[src/mbb_pkg.sv]
// Shared constants and types for the monochrome bitmap blit unit.
// No dependencies; imported by mbb_ctrl, mbb_dp, the top level and the testbench.
package mbb_pkg;

    // Frame buffer geometry. Each byte holds eight vertical pixels.
    localparam int COLUMNS    = 128;
    localparam int PAGES      = 8;
    localparam int ROWS       = PAGES * 8;
    localparam int STORE_SIZE = COLUMNS * PAGES;
    localparam int ADDR_W     = $clog2(STORE_SIZE);

    // Configuration register indexes.
    localparam logic [1:0] CFG_X_ORIGIN   = 2'd0;
    localparam logic [1:0] CFG_Y_ORIGIN   = 2'd1;
    localparam logic [1:0] CFG_BMP_WIDTH  = 2'd2;
    localparam logic [1:0] CFG_BMP_HEIGHT = 2'd3;

    // Transaction kinds on s_cmd.
    localparam logic CMD_WRITE = 1'b0;
    localparam logic CMD_READ  = 1'b1;

    localparam logic [7:0] PIXEL_MASK = 8'h01;

    // Bit counter for the read-modify-write loop: eight reads plus one final write.
    localparam int BIT_CNT_W = 4;
    localparam logic [BIT_CNT_W-1:0] LAST_BIT = 4'd8;

    typedef struct packed {
        logic                 clear;
        logic                 accept_wr;
        logic                 accept_rd;
        logic                 prep;
        logic                 bits;
        logic [BIT_CNT_W-1:0] bit_idx;
        logic                 load_out;
    } ctrl_cmd_t;

    typedef struct packed {
        logic clear_last;
        logic skip;
        logic out_valid;
    } ctrl_stat_t;

endpackage

[src/mbb_ctrl.sv]
// Controller state machine of the bitmap blit unit.
// Depends on mbb_pkg; drives the datapath through ctrl_cmd_t.
module mbb_ctrl import mbb_pkg::*; (
    input  logic       aclk,
    input  logic       aresetn,
    input  logic       s_valid,
    input  logic       s_cmd,
    input  logic       m_ready,
    input  ctrl_stat_t stat,
    output logic       s_ready,
    output ctrl_cmd_t  cmd
);

    typedef enum logic [4:0] {
        ST_CLEAR = 5'b00001,
        ST_IDLE  = 5'b00010,
        ST_PREP  = 5'b00100,
        ST_BITS  = 5'b01000,
        ST_READ  = 5'b10000
    } state_t;

    state_t               state_reg, state_next;
    logic [BIT_CNT_W-1:0] bit_cnt_reg, bit_cnt_next;

    always_comb begin
        state_next   = state_reg;
        bit_cnt_next = bit_cnt_reg;
        s_ready      = 1'b0;
        cmd          = '0;
        cmd.bit_idx  = bit_cnt_reg;
        case (state_reg)
            ST_CLEAR: begin
                cmd.clear = 1'b1;
                if (stat.clear_last) begin
                    state_next = ST_IDLE;
                end
            end
            ST_IDLE: begin
                // A read needs the output register to be free when its data lands.
                s_ready = (s_cmd == CMD_READ) ? (!stat.out_valid || m_ready) : 1'b1;
                if (s_valid && s_ready) begin
                    if (s_cmd == CMD_READ) begin
                        cmd.accept_rd = 1'b1;
                        state_next    = ST_READ;
                    end else begin
                        cmd.accept_wr = 1'b1;
                        state_next    = ST_PREP;
                    end
                end
            end
            ST_PREP: begin
                cmd.prep     = 1'b1;
                bit_cnt_next = '0;
                state_next   = stat.skip ? ST_IDLE : ST_BITS;
            end
            ST_BITS: begin
                cmd.bits = 1'b1;
                if (bit_cnt_reg == LAST_BIT) begin
                    state_next = ST_IDLE;
                end else begin
                    bit_cnt_next = bit_cnt_reg + 1'b1;
                end
            end
            ST_READ: begin
                cmd.load_out = 1'b1;
                state_next   = ST_IDLE;
            end
            default: begin
                state_next = ST_CLEAR;
            end
        endcase
    end

    always_ff @(posedge aclk) begin
        if (!aresetn) begin
            state_reg   <= ST_CLEAR;
            bit_cnt_reg <= '0;
        end else begin
            state_reg   <= state_next;
            bit_cnt_reg <= bit_cnt_next;
        end
    end

endmodule

[config.mk]
export PLATFORM = sky130hd
export DESIGN_NAME = mbb_ctrl
export DESIGN_NICKNAME = d
export VERILOG_FILES = /design/src/mbb_pkg.sv /design/src/mbb_ctrl.sv
export SDC_FILE = /design/constraint.sdc
export NUM_CORES = 1
export LEC_CHECK = 0
export BUFFER_PORTS_ARGS = -buffer_cell sky130_fd_sc_hd__buf_2
export CAP_MARGIN = 10
export CORE_UTILIZATION = 35
export DETAILED_ROUTE_END_ITERATION = 10
export PLACE_DENSITY_LB_ADDON = 0.2
export SLEW_MARGIN = 20
export SYNTH_ARGS = -nofsm -noshare
export SYNTH_HDL_FRONTEND = slang
export SYNTH_SLANG_ARGS = --single-unit
[constraint.sdc]
create_clock -name aclk -period 1.5 [get_ports aclk]
set_input_delay 0.15 -clock aclk [delete_from_list [all_inputs] [get_ports aclk]]
set_output_delay 0.15 -clock aclk [all_outputs]
set_load 0.1 [all_outputs]
# ---- Word-level counts from Yosys, hierarchy flattened
# Index checks and enable logic that the tools add are counted.
dict set report op_classes {
  n_addsub 1
  eq_ne 10
  mux 18
  reduce_logical 6
}
# operator n
set ops {}
lappend ops {{one-hot mux 5 bit (5 select lines)} 1}
lappend ops {{2-to-1 mux 5 bit} 4}
lappend ops {{2-to-1 mux 1 bit} 8}
lappend ops {{2-to-1 mux 4 bit} 2}
lappend ops {{inequality test 2 bit, second input constant} 4}
lappend ops {{one-hot mux 4 bit (2 select lines)} 1}
lappend ops {{equality test 5 x 1 -> 1 bit, second input constant} 1}
lappend ops {{equality test 5 x 2 -> 1 bit, second input constant} 1}
lappend ops {{equality test 5 x 3 -> 1 bit, second input constant} 1}
lappend ops {{equality test 5 x 4 -> 1 bit, second input constant} 1}
lappend ops {{equality test 5 bit, second input constant} 1}
lappend ops {{adder 4 x 1 -> 4 bit, second input constant} 1}
lappend ops {{equality test 4 bit, second input constant} 1}
lappend ops {{2-to-1 mux 2 bit} 2}
lappend ops {{AND reduction 3 bit} 1}
lappend ops {{AND reduction 2 bit} 1}
lappend ops {{nonzero test 2 bit} 1}
lappend ops {{logical AND 1 bit} 1}
lappend ops {{logical NOT 1 bit} 1}
lappend ops {{logical OR 1 bit} 1}
dict set report word_totals {
  regBits 9
  inputBits 8
  out_inout_bits 11
  word_cells 37
}

# ---- Logic depth before layout (Yosys ltp)
dict set report depth {
  ltp_word 6
  depth_mapped 6
}

# ---- Worst setup path before layout
# Ideal clock, no wire load.
dict set report synth_timing {
  kind {register -> output}
  from {register state_reg[2]}
  to {output port cmd[8] in the netlist's numbering}
  arrival_time_ps 2022
  required_ps 1350
  path_slack_ps -672
  stages_incl_launch_ff 4
  cell_sequence {dfxtp_1 > and4bb_4 > nand2_1 > nor2_1}
}
# item line
set synth_rtl {}
lappend synth_rtl {{from (decl)} mbb_ctrl.sv:22} ;# state_t state_reg, state_next;
lappend synth_rtl {{from (signal assigned)} mbb_ctrl.sv:79} ;# state_reg <= state_next;
lappend synth_rtl {{to (decl)} mbb_ctrl.sv:11} ;# output ctrl_cmd_t cmd

==> impl_metrics.toml <==
[drt]
routedWlPerCell_um = 11.87
vias_per_cell = 5.139
antenna_left = 0
dr_total_vias = 519
drcViolationCount = 0
drt-pass1-iter-count = 4
dr.first_iter.drc_count = 13
wl_um = 1199

[clocking]
cts-buffers-inserted = 3
path_clk_slew_ns = 0.07
htree_levels = 1
cts.path.max_buffers = 2
cts_sinks = 9
insertion_delay_ns = 0.26
cts_root_buf = "clkbuf_4"
ctsHoldBuffers = 0
cts_tree = "done"

[global_routing]
grt_pass1_wl_um = 1890
grt_pass1_vias = 439
antenna_found_initial = 0
overflow = 0
grt_max_degree = 8
track_usage_pct = 17.67

[floorplanning]
initial_core_util_pct = 39.10
die_h_um = 41.07
die-area_um2 = 1687
core_area_um2 = 1366
die_w_um = 41.07
fp-row-count = 13
pin_count = 19

[hold_path]
hold_class = "in -> reg"
hp-start = "s_cmd"

[run_status]
status = "finished with violations"
failed_checks = "setup timing"

[synthesis]
ys_top_cells_by_area = "dfxtp_1, nor2_1, ha_1, nand3_1, and2_1"
ys_warn_count = 0
syn_area_um2 = 534.3
syn_avg_cell_area_um2 = 8.758
synth-seq-cells = 9
synth_top_area_share_pct = 33.72
synth_top_area_cell = "dfxtp_1"
ys_types = 30
ys_seq_area_share_pct = 33.72
syn-num-nets = 71
netlist_instances = 61

[setup_path]
crit_start = "state_reg[0]"
r2r_start = "bit_cnt_reg[0]"
cp.arrival_ns = 1.41
crit_fanout = 5
worst_ep_required_time_ns = 1.35
crit_path_start_kind = "flip-flop"
cp-end-kind = "output pin"
path_class = "reg -> out"

[timing]
layout_min_cycle_time_ns = 1.555
rsz0062_at_grt = "true"
fmax_ghz = 0.6430
fin_setup_tns_ns = -0.09522
worst_slew_pin_slew_ns = 0.4848
clock_skew_ns = 0.001653
drv_slew = 0
slew_headroom_pct = 67.90
fin_hold_ws_ns = 0.1198
finalSetupViolCount = 2
finalHoldViolCount = 0
setup_ws_ns = -0.05527
finalCritPeriodShare_pct = 103.7

[power_and_ir_drop]
p_int_mw = 0.4691
ir_drop_v = 0.0005586
netSwitchingFraction_pct = 37.05
leakage_nw = 0.3655
pwr-share-seq_pct = 35.4
switchingPower_mw = 0.2761
pwr-share-clk_pct = 26.4
power_frac_comb_pct = 38.1
p_total_mw = 0.7453
pwr_density_cell_nw_per_um2 = 898.4

[placement]
io_buffers = 18
gp_congestion = 0.7461
dp_slack_ns = 0.1629
hpwlAfterDp_um = 929

[final_layout]
area_growth_pct = 55.27
drive_gt1_share_pct = 52.33
antennaDiodeCount = 0
nNetsFinal = 97
largest_reg_flops = 5
n_fill_cell = 114

[run]
drv_cap = 0
[layout make-up]
cell class              count  area, µm²  area share [%]
inverters                   5      18.77           2.262
clock buffers               4      26.28           3.167
repair buffers             21      217.7           26.24
well taps                  15      18.77           2.262
flip-flops and latches      9      196.4           23.68
multi-input cells          47      351.6           42.38
[per-layer routing]
metal	GRT usage (%)	vias to the layer above	wire length, µm
met4	5.000	0	16
li1	-	267	-
met2	30.86	17	594
met1	20.32	231	525
met3	5.435	4	62
met5	0	-	0
[cell usage after synthesis, drive strengths merged]
| master | instances |
|---|---|
| a21boi | 1 |
| a21o | 1 |
| a22oi | 1 |
| a311oi | 1 |
| and2 | 4 |
| and3 | 3 |
| and4 | 1 |
| and4bb | 1 |
| dfxtp | 9 |
| ha | 2 |
| inv | 5 |
| nand2 | 4 |
| nand3 | 5 |
| nand3b | 2 |
| nand4 | 1 |
| nor2 | 9 |
| nor2b | 2 |
| nor3 | 1 |
| nor3b | 1 |
| o21a | 1 |
| o21ai | 3 |
| o311ai | 1 |
| xor2 | 2 |
[path summary, 6_finish.rpt]
kind                     to  slack [ns]  depth (start not counted)
max                  cmd[7]       -0.06                          4
min            state_reg[2]        0.12                          2
max reg2reg  bit_cnt_reg[0]        0.17                          6
min reg2reg  bit_cnt_reg[2]        0.51                          2
[kinds of logic (layout without fill, tap and decap cells)]
| kind of cell | count (synthesis) | count (layout) | share of synthesized area [%] |
|---|---|---|---|
| buf+inv | 5 | 30 | 3.511 |
| xor+xnor | 2 | 2 | 3.279 |
| flops | 9 | 9 | 33.72 |
| compound gates | 9 | 9 | 12.88 |
| simple gates | 34 | 34 | 41.92 |
| fa+ha+maj | 2 | 2 | 4.683 |
[what timing repair did]
| action | 4_1_cts | 5_1_grt |
|---|---|---|
| resized for setup | 4 | 2 |
| cloned | 0 | 0 |
| pin swaps | 4 | 2 |
| setup buffers | 2 | 1 |
| setup endpoints to repair | 4 | 5 |
[power groups by stage]
stage | Sequential (mW) | Combinational, mW | Clock, mW
6_report | 0.264 | 0.284 | 0.197
5_1_grt | 0.266 | 0.299 | 0.214
4_1_cts | 0.264 | 0.269 | 0.195
3_5_place_dp | 0.271 | 0.246 | 0
3_3_place_gp | 0.270 | 0.243 | 0
2_1_floorplan | 0.268 | 0.162 | 0
[stage by stage]
step	area, µm²	std cells	util, %
after floorplan	553.0	61	-
after global placement	767.0	94	56.14
after detailed placement	767.0	94	56.14
after CTS	818.3	100	59.89
after global routing	829.5	101	60.71
final	829.5	101	60.71
[critical path, stage by stage, from the launching register on]
cell	delay, ns
dfxtp_4	0.35
nor2_4	0.11
and4bb_4	0.27
and4_4	0.24
buf_12	0.17
[cell usage in the layout (no fill, tap or decap), types with 2 or more instances in the layout]
cell	instances
nand3_1	4
and3_1	2
ha_1	2
dfxtp_1	2
nor2_4	2
o21ai_0	2
dfxtp_2	4
nand3b_1	2
inv_1	4
buf_2	11
clkbuf_4	3
buf_4	3
buf_12	7
nor2_1	6
and2_1	2
dfxtp_4	3
xor2_1	2
nand2_1	4
(Power assumes the default switching activity.)
